===== config.mk =====
export PLATFORM = sky130hd
export DESIGN_NAME = rmv_sqrt
export DESIGN_NICKNAME = d
export VERILOG_FILES = /design/src/rtl/rmv_pkg.sv /design/src/rtl/rmv_sqrt.sv
export SDC_FILE = /design/constraint.sdc
export NUM_CORES = 1
export LEC_CHECK = 0
export BUFFER_PORTS_ARGS = -buffer_cell sky130_fd_sc_hd__buf_4
export CAP_MARGIN = 5
export CORE_MARGIN = 4
export CORE_UTILIZATION = 56
export DETAILED_ROUTE_END_ITERATION = 10
export PLACE_DENSITY = 0.84
export SETUP_SLACK_MARGIN = 0.02
export SYNTH_ARGS = -nofsm -noshare
export SYNTH_HDL_FRONTEND = slang
export SYNTH_SLANG_ARGS = --single-unit

===== constraint.sdc =====
create_clock -name clock -period 6.8 [get_ports clock]
set_clock_uncertainty 0.05 [all_clocks]
set_input_delay 0.34 -clock clock [delete_from_list [all_inputs] [get_ports clock]]
set_output_delay 0.34 -clock clock [all_outputs]
set_load 0.01 [all_outputs]

===== src/rtl/rmv_pkg.sv =====
`default_nettype none

package rmv_pkg;

   // sample counter and derived widths
   localparam int COUNT_BITS   = 24;
   localparam int CNT_OUT_BITS = 24;
   localparam int N1_W         = COUNT_BITS + 1;
   localparam int CMP_W        = (COUNT_BITS > CNT_OUT_BITS) ? COUNT_BITS : CNT_OUT_BITS;

   // configuration port
   localparam int LEVEL_W     = 19;
   localparam int MIN_W       = 24;
   localparam int CSR_INDEX_W = 2;
   localparam int CSR_DATA_W  = 32;

   localparam logic [CSR_INDEX_W-1:0] CSR_LEVEL_A     = 2'd0;
   localparam logic [CSR_INDEX_W-1:0] CSR_LEVEL_B     = 2'd1;
   localparam logic [CSR_INDEX_W-1:0] CSR_MIN_SAMPLES = 2'd2;

   localparam logic [LEVEL_W-1:0] LEVEL_RESET = 19'd6554;
   localparam logic [MIN_W-1:0]   MIN_RESET   = 24'd100;

   // shared divider: 4 quotient bits per cycle
   localparam int DIV_W     = N1_W;
   localparam int DIV_STEPS = 4;
   localparam int DIV_CNT_W = 5;
   localparam logic [DIV_CNT_W-1:0] DIV_CYC_32 = DIV_CNT_W'(32 / DIV_STEPS);
   localparam logic [DIV_CNT_W-1:0] DIV_CYC_48 = DIV_CNT_W'(48 / DIV_STEPS);
   localparam logic [DIV_CNT_W-1:0] DIV_CYC_64 = DIV_CNT_W'(64 / DIV_STEPS);

   // square root: 2 root bits per cycle
   localparam int SQRT_STEPS = 2;
   localparam int SQRT_CNT_W = 5;
   localparam logic [SQRT_CNT_W-1:0] SQRT_CYCLES = SQRT_CNT_W'(32 / SQRT_STEPS);

   // shared multiplier
   localparam int MUL_B_W = (N1_W > 32) ? N1_W : 32;
   localparam int PROD_W  = 32 + MUL_B_W;
   localparam int TERM_W  = PROD_W + 33;

   // interval and precision constants
   localparam int HALF_MUL = 196;
   localparam int HALF_DIV = 100;
   localparam int HALF_W   = 34;
   localparam int P196_W   = 40;

   localparam logic signed [35:0] SAT_MAX = 36'sd2147483647;
   localparam logic signed [35:0] SAT_MIN = -36'sd2147483648;

   typedef enum logic [3:0] {
      ST_IDLE,
      ST_DIV_MEAN,
      ST_MUL_SQ,
      ST_MUL_LO,
      ST_MUL_HI,
      ST_TERM,
      ST_DIV_KEEP,
      ST_ADD_VAR,
      ST_DIV_STD,
      ST_SQRT,
      ST_HALF_GO,
      ST_DIV_HALF,
      ST_FIN
   } state_type;

   typedef struct packed {
      logic                 start;
      logic [63:0]          dividend;
      logic [DIV_W-1:0]     divisor;
      logic [DIV_CNT_W-1:0] cycles;
   } div_req_type;

   typedef struct packed {
      logic        done;
      logic [63:0] quotient;
   } div_rsp_type;

   typedef struct packed {
      logic        start;
      logic [63:0] value;
   } sqrt_req_type;

   typedef struct packed {
      logic        done;
      logic [31:0] root;
   } sqrt_rsp_type;

   function automatic logic signed [31:0] sat32(input logic signed [35:0] v);
      if (v > SAT_MAX) begin
         return 32'sh7FFFFFFF;
      end else if (v < SAT_MIN) begin
         return 32'sh80000000;
      end
      return v[31:0];
   endfunction

endpackage

`default_nettype wire


===== src/rtl/rmv_sqrt.sv =====
`default_nettype none

module rmv_sqrt (
   input  logic                  clock,
   input  logic                  reset,
   input  rmv_pkg::sqrt_req_type sqrt_req,
   output rmv_pkg::sqrt_rsp_type sqrt_rsp
);
   import rmv_pkg::*;

   logic [63:0]           val_ff, val_in;
   logic [34:0]           rem_ff, rem_in;
   logic [31:0]           root_ff, root_in;
   logic [34:0]           trial;
   logic [SQRT_CNT_W-1:0] cnt_ff, cnt_in;
   logic                  busy_ff, busy_in;
   logic                  done_ff, done_in;

   always_comb begin
      val_in  = val_ff;
      rem_in  = rem_ff;
      root_in = root_ff;
      trial   = '0;
      cnt_in  = cnt_ff;
      busy_in = busy_ff;
      done_in = 1'b0;
      if (sqrt_req.start) begin
         val_in  = sqrt_req.value;
         rem_in  = '0;
         root_in = '0;
         cnt_in  = SQRT_CYCLES;
         busy_in = 1'b1;
      end else if (busy_ff) begin
         // bring down two radicand bits, try root*4+1
         for (int k = 0; k < SQRT_STEPS; k++) begin
            rem_in = {rem_in[32:0], val_in[63:62]};
            val_in = {val_in[61:0], 2'b00};
            trial  = {1'b0, root_in, 2'b01};
            if (rem_in >= trial) begin
               rem_in  = rem_in - trial;
               root_in = {root_in[30:0], 1'b1};
            end else begin
               root_in = {root_in[30:0], 1'b0};
            end
         end
         cnt_in = cnt_ff - SQRT_CNT_W'(1);
         if (cnt_ff == SQRT_CNT_W'(1)) begin
            busy_in = 1'b0;
            done_in = 1'b1;
         end
      end
   end

   always_ff @(posedge clock) begin
      if (reset) begin
         busy_ff <= 1'b0;
         done_ff <= 1'b0;
         cnt_ff  <= '0;
      end else begin
         busy_ff <= busy_in;
         done_ff <= done_in;
         cnt_ff  <= cnt_in;
      end
   end

   always_ff @(posedge clock) begin
      val_ff  <= val_in;
      rem_ff  <= rem_in;
      root_ff <= root_in;
   end

   assign sqrt_rsp.done = done_ff;
   assign sqrt_rsp.root = root_ff;

endmodule

`default_nettype wire


==> results.toml, run 1 <==
[grt]
antenna_found_initial = 0
overflow = 0
grt_max_degree = 73
grt.total_usage_pct = 26.6
grt_pass1_wl_um = 42900
grt_pass1_vias = 8534

[final_layout]
nets = 1300
final_cell_mix = "nor2_1 (109), buf_4 (107), a21oi_1 (81)"
drive_above_1_share_pct = 20.0
area_growth_pct = 14.9
antennaDiodeCount = 0
layout_commonest_cell = "nor2_1"
fill_cells = 1430

[floorplan]
core_area_sq_um = 17300
io_pins = 100
die_height_um = 141
initial_core_util_pct = 57.0
num_rows = 48
die-area_sq_um = 19800
die_w_um = 141

[detailed_routing]
first_pass_iters = 6
final_antenna_net_count = 0
routed_via_density = 6.16
vias = 8633
wirelength_um = 26400
initialDrtViolationCount = 845
drc = 0
wire_per_inst_um = 18.8

[logic_synthesis]
synth_area_per_cell_sq_um = 9.01
yosys_warnings = 0
synth_seq_area_share_pct = 34.1
async_flop_share_pct = 0
synth-edff-count = 64
ys.flop_type = "dfxtp_1"
ys_types = 78
syn_area_sq_um = 9860
synthCells = 1094
syn-num-nets = 1231
synth-seq-cells = 136

[sta]
rsz0062_at_grt = "no"
slew_headroom_pct = 42.2
fin_crit_sh_pct = 88.2
hold_viol = 0
drv_slew = 0
tns_ns = 0
setup_viol = 0
worst_pin_slew_ns = 0.867
fmax_mhz = 167
layout_min_cycle_time_ns = 6.00

[clock_tree]
cts_tree = "built"
cts-buffers-inserted = 17
post_cts_buffers = 0
clk_pin_slew_worst_paths_ns = 0.07
clockRootBuffer = "clkbuf_16"
cts_buffer_depth = 2
postCtsHoldBufs = 0
htreeDepth = 4
cts.sinks = 136
cts_resized = 0
clk_latency_ns = 0.44

[status]
status = "finished clean"

[hold_path]
hp-class = "primary input to flip-flop"

[placement]
portBuffers = 99
hpwl_um = 19100
place_congestion = 0.960

[worst_setup_path]
end_kind = "flip-flop"
worstPathRequired_ns = 7.08
arrival_ns = 6.28
setup.worst_path.start_class = "flip-flop"
cp_max_fo = 35
worstSetupPathType = "flip-flop to flip-flop"

[job]
max-cap-violations = 0
kinds of logic after synthesis:
kind of cell | synth area share (%)
compound gates | 19.9
xor+xnor | 4.62
fa+ha+maj | 8.88
buf+inv | 5.07
flops | 34.1
mux | 12.3
simple gates | 15.1
sequential cells by signal (all words and copies together), names as in the netlist:
| name | count |
|---|---|
| busy_ff | 1 |
| cnt_ff | 5 |
| done_ff | 1 |
| rem_ff | 33 |
| root_ff | 32 |
| val_ff | 64 |
area by class of cell:
type | count | area, sq um | share of cell area, %
multi-input cells | 833 | 6000 | 52.9
flip-flops and latches | 136 | 3370 | 29.7
repair buffers | 107 | 803 | 7.09
clock buffers | 17 | 425 | 3.75
well taps | 225 | 282 | 2.48
inverters | 68 | 255 | 2.25
clock inverters | 15 | 199 | 1.76
worst max-delay path: stages (launching register included):
cell	delay [ns]
dfxtp_1	0.41
inv_1	0.09
ha_1	0.36
nand3_1	0.18
nor2_1	0.12
a21oi_1	0.41
a31oi_4	0.18
or2_1	0.28
a21o_1	0.19
inv_2	0.47
o21ai_0	0.28
ha_1	0.47
nand4_1	0.16
or2_2	0.33
nor4_1	0.18
buf_4	0.17
nand3_1	0.06
o32a_1	0.19
nand3_1	0.12
a211oi_2	0.09
buf_4	0.20
nor2_2	0.26
or4b_1	0.45
and3_1	0.17
per-stage QoR:
| stage | setup slack (ns) | instances | area, sq um | util (%) | hold slack, ns |
|---|---|---|---|---|---|
| 5_1_grt | 0.410 | 1401 | 11300 | 65.5 | 0.0703 |
| 2_1_floorplan | 1.54 | 1094 | 9860 | - | 0.362 |
| 3_5_place_dp | 0.886 | 1369 | 10700 | 61.9 | 0.448 |
| 4_1_cts | 0.892 | 1401 | 11300 | 65.5 | 0.0679 |
| 3_3_place_gp | 1.03 | 1369 | 10700 | 61.9 | 0.434 |
| 6_report | 0.804 | 1401 | 11300 | 65.5 | 0.0703 |
synthesized netlist by cell type (all sizes together), types with 6 or more instances:
library cell  number  area (sq um)
o211ai             8          65.1
o21a              12          90.1
o31ai              7          57.6
nor2b              7          43.8
nand4             14          87.6
a41oi              6          52.6
edfxtp            64          1920
o21bai             9          67.6
dfxtp             72          1440
ha                70           876
and2               7          43.8
clkbuf            38           143
buf               19           103
o21ai             51           255
nand3             31           170
and3              11          68.8
a211oi            23           193
nand2b             7          43.8
mux2              63           709
xor2              20           175
nor3              18           100
inv               68           255
xnor2             32           280
mux2i             50           500
nor2             110           415
a21o              46           345
nand2             69           259
nor4              10          83.8
a31oi             15           115
a21oi             83           423
layer usage:
layer	track usage, %	vias to the layer above	part of all wire, %
met3	5.09	66	6.9
met5	0	-	0
met2	43.8	351	47
met4	8.52	0	2.7
met1	35.5	4093	43
li1	-	4123	-
final timing paths:
| check | slack [ns] | cells past startpoint | end | startpoint |
|---|---|---|---|---|
| worst max-delay path | 0.80 | 23 | rem_ff[26] | root_ff[14] |
| worst min-delay path | 0.07 | 2 | busy_ff | reset |
| worst max register to register | 0.80 | 23 | rem_ff[26] | root_ff[14] |
| worst min register to register | 0.46 | 2 | cnt_ff[1] | cnt_ff[1] |
Power of run 1 is not shown: default switching activity piles up to over one toggle a cycle in this logic, so the estimate is an artifact.
==> run 2: changes to the inputs <==
- PLACE_DENSITY: 0.84 -> 0.76
==> results.toml, run 2 (same netlist as run 1, synthesis figures left out) <==
[worst_setup_path]
cp_max_fo = 36
end_kind = "flip-flop"
reg2reg_depth = 23
timing.rr.start = "root_ff[0]"
crit_path_frequent_cell = "a21o_1"
worstSetupPathType = "flip-flop to flip-flop"
crit_chain = "inv_1 > ha_1 > o211ai_1 > o211ai_1 > nand3_2 > a31oi_4 > or2_1 > a21o_1 > buf_4 > mux2_2 > ha_1 > a21o_1 > a21o_1 > a21o_1 > a21o_1 > a21o_1 > a21oi_1 > o21ai_0 > a211oi_2 > buf_4 > mux2i_1 > nor2_1 > nor3_1"
slowest_stage = "a211oi_2"
cp_slowest_stage_delay_ns = 0.70
r2r_end = "rem_ff[1]"
r2r_setup_slack_ns = 0.45
worstPathRequired_ns = 7.10
setup.worst_path.start_class = "flip-flop"
arrival_ns = 6.65

[floorplan]
die_w_um = 141
initial_core_util_pct = 57.0
io_pins = 100
num_rows = 48
die_height_um = 141
core_area_sq_um = 17300
die-area_sq_um = 19800

[clock_tree]
post_cts_buffers = 0
postCtsHoldBufs = 0
clk_latency_ns = 0.43
clockRootBuffer = "clkbuf_16"
htreeDepth = 4
cts_tree = "built"
cts_buffer_depth = 2
clk_pin_slew_worst_paths_ns = 0.07
cts.sinks = 136
cts-buffers-inserted = 17
cts_resized = 0

[sta]
fmax_mhz = 157
setup_viol = 0
hold_viol = 0
slew_headroom_pct = 40.2
fin_crit_sh_pct = 93.4
drv_slew = 0
worst_pin_slew_ns = 0.897
layout_min_cycle_time_ns = 6.35
tns_ns = 0
rsz0062_at_grt = "no"

[detailed_routing]
vias = 8538
wire_per_inst_um = 18.6
wirelength_um = 26000
first_pass_iters = 5
drc = 0
final_antenna_net_count = 0
initialDrtViolationCount = 765
routed_via_density = 6.09

[final_layout]
area_growth_pct = 14.5
final_cell_mix = "nor2_1 (109), buf_4 (108), a21oi_1 (81)"
nets = 1301
multiInputGateArea_sq_um = 6000
largest_register_ffs = 64
design_area_sq_um = 11300
regMostFlops = "val_ff"
layout.cells.non_filler = 1402
layout_commonest_cell = "nor2_1"
drive_above_1_share_pct = 20.1
largestRegisters = "val_ff: 64 flops, rem_ff: 33 flops, root_ff: 32 flops"
regArea_sq_um = 3370
fill_cells = 1481
antennaDiodeCount = 0

[placement]
place_congestion = 0.960
post_dp_cell_area_sq_um = 10700
hpwl_um = 18900
portBuffers = 99
dpl.cell_count = 1370

[job]
max-cap-violations = 0

[hold_path]
min_to = "busy_ff"
hp-class = "primary input to flip-flop"
worstHoldPathCells = 2
hp-start = "reset"

[grt]
grt.total_usage_pct = 26.3
antenna_found_initial = 0
grt_max_degree = 77
grt_pass1_wl_um = 42300
grt_pass1_vias = 8330
overflow = 0

[status]
status = "finished clean"
-- run 2: cell types whose count changed in the layout (fill, tap and decap cells not counted), sizes merged --
cell	previous run	this run
buf	107	108
clkinvlp	0	3
clkinv	4	3
bufinv	2	0
-- run 2: metrics by stage --
step	hold WS (ns)	utilization (%)	setup WS, ns
after floorplan	0.362	-	1.54
after global placement	0.435	61.9	0.679
after detailed placement	0.445	61.9	0.629
after CTS	0.0605	65.3	0.568
after global routing	0.0748	65.3	0.0791
final	0.0763	65.3	0.448
-- run 2: worst max-delay path by stage --
stage                startpoint         end
floorplan           root_ff[22]  rem_ff[26]
global placement     root_ff[8]   rem_ff[1]
detailed placement   root_ff[0]   rem_ff[1]
CTS                  root_ff[8]   rem_ff[1]
global route         root_ff[8]   rem_ff[1]
finish               root_ff[0]   rem_ff[1]
-- run 2: final cells by class --
| cell class | count | area share [%] |
|---|---|---|
| Multi-Input combinational cell | 833 | 53.1 |
| Sequential cell | 136 | 29.8 |
| Timing Repair Buffer | 108 | 7.18 |
| Clock buffer | 17 | 3.77 |
| Tap cell | 225 | 2.49 |
| Inverter | 68 | 2.26 |
| Clock inverter | 15 | 1.33 |
-- run 2: routing by layer --
metal	global-route usage, %	share of wire (%)	vias to the layer above
met5	0	0	-
met4	8.57	2.3	0
met3	5.87	7.7	56
met2	41.2	46	331
met1	36.3	44	4016
li1	-	-	4135
-- run 2: worst max-delay path, delay by kind of cell, from the launching register on --
kind                     cells  cell delay, ns
buffers and inverters        3            0.81
multiplexers                 2            0.61
AND/OR/NAND/NOR              4            0.58
AO/OA/AOI/OAI               12            2.98
flip-flops                   1            0.41
adder cells (fa/ha/maj)      2            0.81
Power of run 2 is left out for the same reason.
