[config.mk]
export PLATFORM = sky130hd
export DESIGN_NAME = rmv_div
export DESIGN_NICKNAME = d
export VERILOG_FILES = /design/src/rtl/rmv_pkg.sv /design/src/rtl/rmv_div.sv
export SDC_FILE = /design/constraint.sdc
export NUM_CORES = 1
export LEC_CHECK = 0
export ABC_CLOCK_PERIOD_IN_PS = 12900
export BUFFER_PORTS_ARGS = -buffer_cell sky130_fd_sc_hd__buf_4
export CAP_MARGIN = 20
export CORE_MARGIN = 1.5
export CORE_UTILIZATION = 41
export CTS_BUF_LIST = sky130_fd_sc_hd__clkbuf_2 sky130_fd_sc_hd__clkbuf_4 sky130_fd_sc_hd__clkbuf_8
export DETAILED_ROUTE_END_ITERATION = 8
export GPL_ROUTABILITY_DRIVEN = 0
export PLACE_DENSITY_LB_ADDON = 0.05
export SETUP_SLACK_MARGIN = 0.4
export SYNTH_ARGS = -nofsm -noshare
export SYNTH_HDL_FRONTEND = slang
export SYNTH_SLANG_ARGS = --single-unit
[constraint.sdc]
create_clock -name clock -period 12.9 [get_ports clock]
set_clock_uncertainty 0.2 [all_clocks]
set_input_delay 1.935 -clock clock [delete_from_list [all_inputs] [get_ports clock]]
set_output_delay 1.935 -clock clock [all_outputs]
set_load 0.01 [all_outputs]
[src/rtl/rmv_pkg.sv]
`default_nettype none

package rmv_pkg;

   // sample counter and derived widths
   localparam int COUNT_BITS   = 24;
   localparam int CNT_OUT_BITS = 24;
   localparam int N1_W         = COUNT_BITS + 1;
   localparam int CMP_W        = (COUNT_BITS > CNT_OUT_BITS) ? COUNT_BITS : CNT_OUT_BITS;

   // configuration port
   localparam int LEVEL_W     = 19;
   localparam int MIN_W       = 24;
   localparam int CSR_INDEX_W = 2;
   localparam int CSR_DATA_W  = 32;

   localparam logic [CSR_INDEX_W-1:0] CSR_LEVEL_A     = 2'd0;
   localparam logic [CSR_INDEX_W-1:0] CSR_LEVEL_B     = 2'd1;
   localparam logic [CSR_INDEX_W-1:0] CSR_MIN_SAMPLES = 2'd2;

   localparam logic [LEVEL_W-1:0] LEVEL_RESET = 19'd6554;
   localparam logic [MIN_W-1:0]   MIN_RESET   = 24'd100;

   // shared divider: 4 quotient bits per cycle
   localparam int DIV_W     = N1_W;
   localparam int DIV_STEPS = 4;
   localparam int DIV_CNT_W = 5;
   localparam logic [DIV_CNT_W-1:0] DIV_CYC_32 = DIV_CNT_W'(32 / DIV_STEPS);
   localparam logic [DIV_CNT_W-1:0] DIV_CYC_48 = DIV_CNT_W'(48 / DIV_STEPS);
   localparam logic [DIV_CNT_W-1:0] DIV_CYC_64 = DIV_CNT_W'(64 / DIV_STEPS);

   // square root: 2 root bits per cycle
   localparam int SQRT_STEPS = 2;
   localparam int SQRT_CNT_W = 5;
   localparam logic [SQRT_CNT_W-1:0] SQRT_CYCLES = SQRT_CNT_W'(32 / SQRT_STEPS);

   // shared multiplier
   localparam int MUL_B_W = (N1_W > 32) ? N1_W : 32;
   localparam int PROD_W  = 32 + MUL_B_W;
   localparam int TERM_W  = PROD_W + 33;

   // interval and precision constants
   localparam int HALF_MUL = 196;
   localparam int HALF_DIV = 100;
   localparam int HALF_W   = 34;
   localparam int P196_W   = 40;

   localparam logic signed [35:0] SAT_MAX = 36'sd2147483647;
   localparam logic signed [35:0] SAT_MIN = -36'sd2147483648;

   typedef enum logic [3:0] {
      ST_IDLE,
      ST_DIV_MEAN,
      ST_MUL_SQ,
      ST_MUL_LO,
      ST_MUL_HI,
      ST_TERM,
      ST_DIV_KEEP,
      ST_ADD_VAR,
      ST_DIV_STD,
      ST_SQRT,
      ST_HALF_GO,
      ST_DIV_HALF,
      ST_FIN
   } state_type;

   typedef struct packed {
      logic                 start;
      logic [63:0]          dividend;
      logic [DIV_W-1:0]     divisor;
      logic [DIV_CNT_W-1:0] cycles;
   } div_req_type;

   typedef struct packed {
      logic        done;
      logic [63:0] quotient;
   } div_rsp_type;

   typedef struct packed {
      logic        start;
      logic [63:0] value;
   } sqrt_req_type;

   typedef struct packed {
      logic        done;
      logic [31:0] root;
   } sqrt_rsp_type;

   function automatic logic signed [31:0] sat32(input logic signed [35:0] v);
      if (v > SAT_MAX) begin
         return 32'sh7FFFFFFF;
      end else if (v < SAT_MIN) begin
         return 32'sh80000000;
      end
      return v[31:0];
   endfunction

endpackage

`default_nettype wire

[src/rtl/rmv_div.sv]
`default_nettype none

module rmv_div (
   input  logic                 clock,
   input  logic                 reset,
   input  rmv_pkg::div_req_type div_req,
   output rmv_pkg::div_rsp_type div_rsp
);
   import rmv_pkg::*;

   logic [63:0]          num_ff, num_in;
   logic [DIV_W:0]       rem_ff, rem_in;
   logic [63:0]          quo_ff, quo_in;
   logic [DIV_W-1:0]     dvs_ff, dvs_in;
   logic [DIV_CNT_W-1:0] cnt_ff, cnt_in;
   logic                 busy_ff, busy_in;
   logic                 done_ff, done_in;

   always_comb begin
      num_in  = num_ff;
      rem_in  = rem_ff;
      quo_in  = quo_ff;
      dvs_in  = dvs_ff;
      cnt_in  = cnt_ff;
      busy_in = busy_ff;
      done_in = 1'b0;
      if (div_req.start) begin
         num_in  = div_req.dividend;
         rem_in  = '0;
         quo_in  = '0;
         dvs_in  = div_req.divisor;
         cnt_in  = div_req.cycles;
         busy_in = 1'b1;
      end else if (busy_ff) begin
         // restoring division, dividend consumed from the top
         for (int k = 0; k < DIV_STEPS; k++) begin
            rem_in = {rem_in[DIV_W-1:0], num_in[63]};
            num_in = {num_in[62:0], 1'b0};
            if (rem_in >= {1'b0, dvs_ff}) begin
               rem_in = rem_in - {1'b0, dvs_ff};
               quo_in = {quo_in[62:0], 1'b1};
            end else begin
               quo_in = {quo_in[62:0], 1'b0};
            end
         end
         cnt_in = cnt_ff - DIV_CNT_W'(1);
         if (cnt_ff == DIV_CNT_W'(1)) begin
            busy_in = 1'b0;
            done_in = 1'b1;
         end
      end
   end

   always_ff @(posedge clock) begin
      if (reset) begin
         busy_ff <= 1'b0;
         done_ff <= 1'b0;
         cnt_ff  <= '0;
      end else begin
         busy_ff <= busy_in;
         done_ff <= done_in;
         cnt_ff  <= cnt_in;
      end
   end

   always_ff @(posedge clock) begin
      num_ff <= num_in;
      rem_ff <= rem_in;
      quo_ff <= quo_in;
      dvs_ff <= dvs_in;
   end

   assign div_rsp.done     = done_ff;
   assign div_rsp.quotient = quo_ff;

endmodule

`default_nettype wire

==> summary by stage, run 1 <==
Critical path
The data required time of the critical path is 13.09 ns. The slowest stage of the critical path is the sky130_fd_sc_hd__fa_1 cell. The critical path endpoint category is a flip-flop. The longest individual stage delay on the worst path is roughly 0.45 ns. The highest net fanout along the worst path is 17. The category of the worst setup path launch point is a flip-flop. Data arrives at the worst endpoint at 11.91 ns. The classification of the worst setup path is flip-flop to flip-flop.

Die
The die is 183 µm tall. From left edge to right edge, the die measures 183 µm. The initial core utilization is between 40% and 50%. The top-level I/O count is 162. The floorplan has between 60 and 70 rows. The die covers 33400 µm². The core region is 31700 µm².

Route
The detail-routed via count per cell is 5.69. For this block, the initial DRC count from the detailed router was about 790. For this run, design rule violations remaining after detail routing come to 0. Detailed routing inserted a total of 11175 vias. The average detailed-routed wire length per instance is a little under 20 µm.

The count of antenna-violating nets left after detailed routing is 0. For this block, the routed nets add up to 38.7 mm of wire. Before antenna repair, the detailed router went through 5 iterations.

Synthesis
By area, the combinational part of the netlist is dominated by compound AO/OA/AOI/OAI gates. Counting distinct cell types in the post-synthesis netlist gives 90. After synthesis the cells add up to 13300 µm². A synthesized cell averages roughly 9.4 µm². The post-synthesis mux area share is around 15%.

The synthesized net count is 1613. Of the total synthesized cell area, the portion taken by full adders, half adders and majority gates is 10.2%. The part of the Yosys area used for sequential elements is 34.6%.

The warning count from the yosys run is 0. Counting flops with a built-in enable in the synthesized netlist gives 89. The count of state elements after synthesis is 185. The synthesized netlist devotes around 5.2% of its cell area to XOR and XNOR gates. After Yosys synthesis, and, or, nand and nor cells account for 13.2% of the synthesized area. The synthesized design devotes to its leading area cell type 20.1% of total area. The cell taking the most area after synthesis is sky130_fd_sc_hd__edfxtp_1. After technology mapping, the gate count stands at between 1000 and 1500. By area the synthesized netlist is led by sky130_fd_sc_hd__edfxtp_1, sky130_fd_sc_hd__dfxtp_1, sky130_fd_sc_hd__ha_1.

The most used flip-flop cell after synthesis is sky130_fd_sc_hd__dfxtp_1. The proportion of synthesized flip-flops having asynchronous set or reset is 0%. The synthesized netlist devotes a little under a fifth of its cell area to compound gates.

Min path
The path class of the tightest hold or removal check is flip-flop to flip-flop.

Final layout
Relative to the synthesized area, the layout overhead comes to 15.6%. After the last flow step, the layout net total stands at approximately 1800. The number of antenna diodes in the final layout is 0. Fill cells in the final layout number between 3000 and 4000. Once layout is complete, the cells apart from fillers number 1963. The post-route netlist has 22.2% of its cells at a drive strength greater than 1. The final design utilization is ~48%.

Job
Across the run, the number of max-cap violations was 0.

Global routing
The pin count of the biggest net entering global routing is 75. The number of global-route vias before repair is 10965. Across every metal layer, demand over resource in global routing totals 23.0%. The first global-routing pass estimated about 60 mm of wire. The initial antenna violation count was 0. The total congestion overflow is 0.

Clock network
The tree is rooted in a sky130_fd_sc_hd__clkbuf_8. The tree built by TritonCTS fans out to around 190 sinks. CTS built an H-tree with a depth of 4. The number of buffers created by CTS is 17. The source-to-sink clock delay at the later pin of the worst-skew pair is 0.47 ns.

The clock transition at the registers of the reported paths is 0.10 ns. The clock tree buffer depth is 2. TritonCTS built the clock tree.

Timing
Setup repair after global routing left no endpoint under its margin. The count of endpoints failing setup in the final report is 0. The final period demand of the worst path is 11.72 ns. The final critical path takes up 90.9% of the cycle. The highest attainable clock frequency is 85.3 MHz. The total count of hold-check failures in the final report is 0. In this run the tightest slew margin relative to its limit is roughly a third. At the pin with the least slew margin, the transition time is just over 1 ns.

The setup TNS is 0 ns. The max-slew violation total from the final report was 0.

Place
Port buffering added 161 buffers. The placed cell count is 1924. Once detailed placement completed, the half-perimeter wirelength came to 29.6 mm.

Outcome
The flow ran to the end, and the final reports show no timing, DRC or antenna violations.
[metal layers]
layer	global-route usage, %	share of wire [%]
met3	5.70	7.2
met2	36.0	44
met5	0	0
met4	9.05	3.0
met1	30.6	46
[critical path, delay by kind of cell, from the launching register on]
kind	cells	cell delay (ns)
AOI/OAI and AO/OA	24	5.78
and+or+nand+nor	9	1.83
adders and majority gates	5	1.64
buffers and inverters	6	1.16
muxes	2	0.56
DFF	1	0.44
[flip-flops by register name (all words and copies together), names as in the netlist]
| signal | flops |
|---|---|
| busy_ff | 1 |
| num_ff | 64 |
| quo_ff | 64 |
| cnt_ff | 5 |
| dvs_ff | 25 |
| rem_ff | 25 |
| done_ff | 1 |
[layout by cell type (no fill, tap or decap), drive strengths merged, types with 35 or more instances in the layout]
cell	n
dfxtp	96
a21oi	104
ha	102
nand2	88
xnor2	44
edfxtp	89
mux2	92
buf	177
nor2	169
inv	71
mux2i	89
o21ai	67
xor2	35
[logic make-up (layout without fill, tap and decap cells)]
family / Yosys count / count (layout)
mux: 181 / 181
flops: 185 / 185
simple gates: 384 / 385
xor+xnor: 79 / 79
compound gates: 349 / 350
fa+ha+maj: 106 / 106
buf+inv: 126 / 275
[Yosys cell counts (9+ instances only)]
cell type,count
sky130_fd_sc_hd__ha_1,102
sky130_fd_sc_hd__nor2_1,169
sky130_fd_sc_hd__o21ai_0,57
sky130_fd_sc_hd__a31oi_1,9
sky130_fd_sc_hd__mux2i_1,89
sky130_fd_sc_hd__or2_2,9
sky130_fd_sc_hd__nand4_1,22
sky130_fd_sc_hd__clkbuf_1,29
sky130_fd_sc_hd__edfxtp_1,89
sky130_fd_sc_hd__inv_1,66
sky130_fd_sc_hd__buf_1,14
sky130_fd_sc_hd__nand2_1,88
sky130_fd_sc_hd__a21oi_1,101
sky130_fd_sc_hd__a211oi_1,21
sky130_fd_sc_hd__o21a_1,21
sky130_fd_sc_hd__xor2_1,35
sky130_fd_sc_hd__nand3_1,25
sky130_fd_sc_hd__a21o_1,27
sky130_fd_sc_hd__xnor2_1,44
sky130_fd_sc_hd__nor2b_1,11
sky130_fd_sc_hd__o211ai_1,10
sky130_fd_sc_hd__o21bai_1,15
sky130_fd_sc_hd__mux2_2,86
sky130_fd_sc_hd__nor3_1,16
sky130_fd_sc_hd__dfxtp_1,96
[area by class of cell]
class | instances | area, µm² | area share, %
Multi-Input combinational cell | 1101 | 8210 | 53.5
Sequential cell | 185 | 4600 | 30.0
Timing Repair Buffer | 177 | 1340 | 8.71
Tap cell | 402 | 503 | 3.28
Clock buffer | 21 | 277 | 1.80
Inverter | 66 | 248 | 1.62
Clock inverter | 11 | 165 | 1.08
[stage by stage]
stage / cell area (µm²) / hold slack [ns] / setup WS, ns
finish: 15300 / 0.301 / 1.18
global route: 15300 / 0.346 / 0.404
CTS: 15200 / 0.307 / 0.475
detailed placement: 14800 / 0.283 / 0.192
global placement: 14800 / 0.275 / 0.352
floorplan: 13300 / 0.246 / 2.57
[what timing repair did]
item / CTS / global route
pin swaps: 0 / 5
hold buffers: 0 / 0
setup endpoints to repair: 20 / 26
gates resized for setup: 3 / 9
cloned: 0 / 2
setup buffers: 0 / 5
[final timing paths]
kind / start / depth (start not counted) / slack, ns / to
worst min-delay path: quo_ff[2] / 2 / 0.30 / quo_ff[2]
worst max register to register: num_ff[63] / 46 / 1.18 / rem_ff[3]
worst max-delay path: num_ff[63] / 46 / 1.18 / rem_ff[3]
worst min register to register: quo_ff[2] / 2 / 0.30 / quo_ff[2]
Power of run 1 is not shown: default switching activity piles up to over one toggle a cycle in this logic, so the estimate is an artifact.
==> run 2, diff against run 1 <==
--- a/config.mk
+++ b/config.mk
@@ -7,3 +7,3 @@
 export LEC_CHECK = 0
-export ABC_CLOCK_PERIOD_IN_PS = 12900
+export ABC_CLOCK_PERIOD_IN_PS = 12000
 export BUFFER_PORTS_ARGS = -buffer_cell sky130_fd_sc_hd__buf_4
==> constraint.sdc (replaced) <==
create_clock -name clock -period 12 [get_ports clock]
set_clock_uncertainty 0.2 [all_clocks]
set_input_delay 1.8 -clock clock [delete_from_list [all_inputs] [get_ports clock]]
set_output_delay 1.8 -clock clock [all_outputs]
set_load 0.1 [all_outputs]
==> run 2 against run 1 <==
Net effect: via count is 1.0% higher; final cell count is 2.0% higher; sequential cell count stayed put; routed wire length is 3.0% higher; global-route usage is 0.67 points higher; clock-buffer cell count stayed put; utilization is 1.1 points higher; register-to-register slack worse by 0.20 ns; critical endpoint is now rem_ff[24].
==> summary by stage, run 2 (synthesis results as in run 1) <==
Timing
The highest attainable clock frequency is 90.7 MHz (+6.4%). The final period demand of the worst path is 11.02 ns (-0.703 ns). Setup repair after global routing left no endpoint under its margin.

The share of the cycle needed by the critical path after routing came to 91.8% (+0.96 points). The setup TNS came to 0 ns (unchanged). The smallest hold slack is 0.309 ns (+0.00845 ns). The count of endpoints failing setup in the final report is 0 (unchanged). The total count of hold-check failures in the final report came to 0 (unchanged).

The max-slew violation total from the final report is 0 (unchanged). The relative slew slack is 25.6% (-6.5 points). The measured slew at the worst slew-check pin is 1.12 ns (+0.0970 ns).

Clock network
The number of clock sinks was 185 (unchanged). The clock tree buffer depth is 2 (unchanged). The number of buffers added to fix hold violations after cts is 0 (unchanged). The deepest level of the CTS H-tree was 4 (unchanged). In this run the clock root is driven by a sky130_fd_sc_hd__clkbuf_8. The source-to-sink clock delay at the later pin of the worst-skew pair came to 0.47 ns (about the same).

The clock transition at the registers of the reported paths is 0.10 ns (about the same). The number of buffers created by CTS is 17 (unchanged). The CTS tree is built.

Global routing
The initial antenna violation count was 0 (unchanged). The pin count of the biggest net entering global routing is 74 (-1.3%). The total congestion overflow is 0 (unchanged). The overall global routing resource usage is 23.7% (+0.67 points). The global-route wire length before repair is 61.1 mm (+2.1%). The number of global-route vias before repair was 10891 (-0.67%).

Die
The vertical extent of the die was 183 µm (unchanged). The number of cell rows is 65 (unchanged). The total core area is 31700 µm² (unchanged). The top-level I/O count is 162 (unchanged).

The initial core utilization is 41.8% (unchanged). The die boundary width was 183 µm (unchanged). The die footprint is 33400 µm² (unchanged).

Route
The count of antenna-violating nets left after detailed routing is 0 (unchanged). The count of unresolved DRC violations after routing is 0 (unchanged). The first-pass detailed-route iteration total is 5 (unchanged). The average detailed-routed wire length per instance came to 19.9 µm (+0.90%).

The total number of vias is 11288 (+1.0%). The detail-routed via count per cell is 5.64 (-1.0%). The number of violations reported at the end of detailed-routing iteration 0 is 751 (-5.2%). The overall routed net length was 39.8 mm (+3.0%).

Critical path
The classification of the worst setup path is flip-flop to flip-flop. The arrival time at the worst endpoint is 11.21 ns (-0.70 ns). Counting stages on the worst path, the most repeated cell is sky130_fd_sc_hd__buf_4. The number of buffers and inverters on the critical path is 7 (+1). The dominant delay contributor by cell family on the critical path is compound AO/OA/AOI/OAI gates. The category of the worst setup path launch point is a flip-flop. The longest individual stage delay on the worst path was 0.45 ns (about the same). The cell with the largest stage delay on the worst path is sky130_fd_sc_hd__fa_1.

The critical path endpoint category is a flip-flop. The highest net fanout along the worst path is 9 (-8). The data required time of the critical path came to 12.19 ns (-0.90 ns).

Final layout
The count of non-filler cells in the finished layout is 2003 (+2.0%). The final net count was 1791 (+2.3%). The share of final-layout standard cells stronger than drive strength 1 is 25.0% (+2.8 points).

The most common cell after layout, fill and taps aside is sky130_fd_sc_hd__buf_4. The number of antenna repair diodes was 0 (unchanged). In the layout the commonest cells are sky130_fd_sc_hd__buf_4, sky130_fd_sc_hd__nor2_1, sky130_fd_sc_hd__a21oi_1. The largest registers in the layout are num_ff x64, quo_ff x64.

The layout overhead on the synthesized area is 18.1%.

Min path
In this run the worst hold path is classified as flip-flop to flip-flop.

Place
The placed cell count is 1961 (+1.9%). The count of input and output buffers is 161 (unchanged). The detailed-placement wirelength estimate is 31.1 mm (+5.0%).

Outcome
The run finished with clean final reports.

Job
The total of max-cap violations came to 0 (unchanged).
-- run 2: cell types whose count changed in the layout (fill, tap and decap cells not counted), sizes merged --
cell / previous run / this run
buf: 177 / 218
clkinvlp: 0 / 3
inv: 71 / 68
bufinv: 4 / 3
clkinv: 2 / 3
o211ai: 14 / 13
-- run 2: per-stage QoR --
step / utilization [%] / cell area, µm² / setup WS (ns)
final: 49.4 / 15700 / 0.981
after global routing: 49.4 / 15700 / 0.367
after CTS: 48.9 / 15500 / 0.614
after detailed placement: 47.5 / 15100 / 0.0388
after global placement: 47.5 / 15100 / 0.297
after floorplan: - / 13300 / 1.67
-- run 2: tightest hold or removal path, cell delays in order, from the launching register on --
cell and delay [ns]:
sky130_fd_sc_hd__dfxtp_1 0.33, sky130_fd_sc_hd__nor2_1 0.09, sky130_fd_sc_hd__nor3_1 0.05
-- run 2: path summary, 6_finish.rpt --
| path | startpoint | depth (start not counted) | slack (ns) | end |
|---|---|---|---|---|
| worst max-delay path | num_ff[63] | 47 | 0.98 | rem_ff[24] |
| worst min-delay path | quo_ff[0] | 2 | 0.31 | quo_ff[0] |
| worst max register to register | num_ff[63] | 47 | 0.98 | rem_ff[24] |
| worst min register to register | quo_ff[0] | 2 | 0.31 | quo_ff[0] |
-- run 2: repair_timing --
| action | CTS | global route |
|---|---|---|
| resized for setup | 4 | 26 |
| gates cloned | 0 | 1 |
| setup buffers | 4 | 5 |
| pin swaps | 1 | 6 |
| setup endpoints to repair | 26 | 26 |
-- run 2: final cells by class --
type / instances / area, µm²
Clock buffer: 21 / 270
Clock inverter: 11 / 144
Fill cell: 3095 / 16000
Inverter: 66 / 248
Multi-Input combinational cell: 1100 / 8270
Sequential cell: 185 / 4600
Tap cell: 402 / 503
Timing Repair Buffer: 218 / 1640
-- run 2: per-layer routing --
metal	up-vias	global-route usage, %	share of wire (%)
li1	5533	-	-
met1	5329	32.0	45
met2	376	36.2	44
met3	50	7.57	8.9
met4	0	7.31	2.4
met5	-	0	0
Power of run 2 is left out for the same reason.
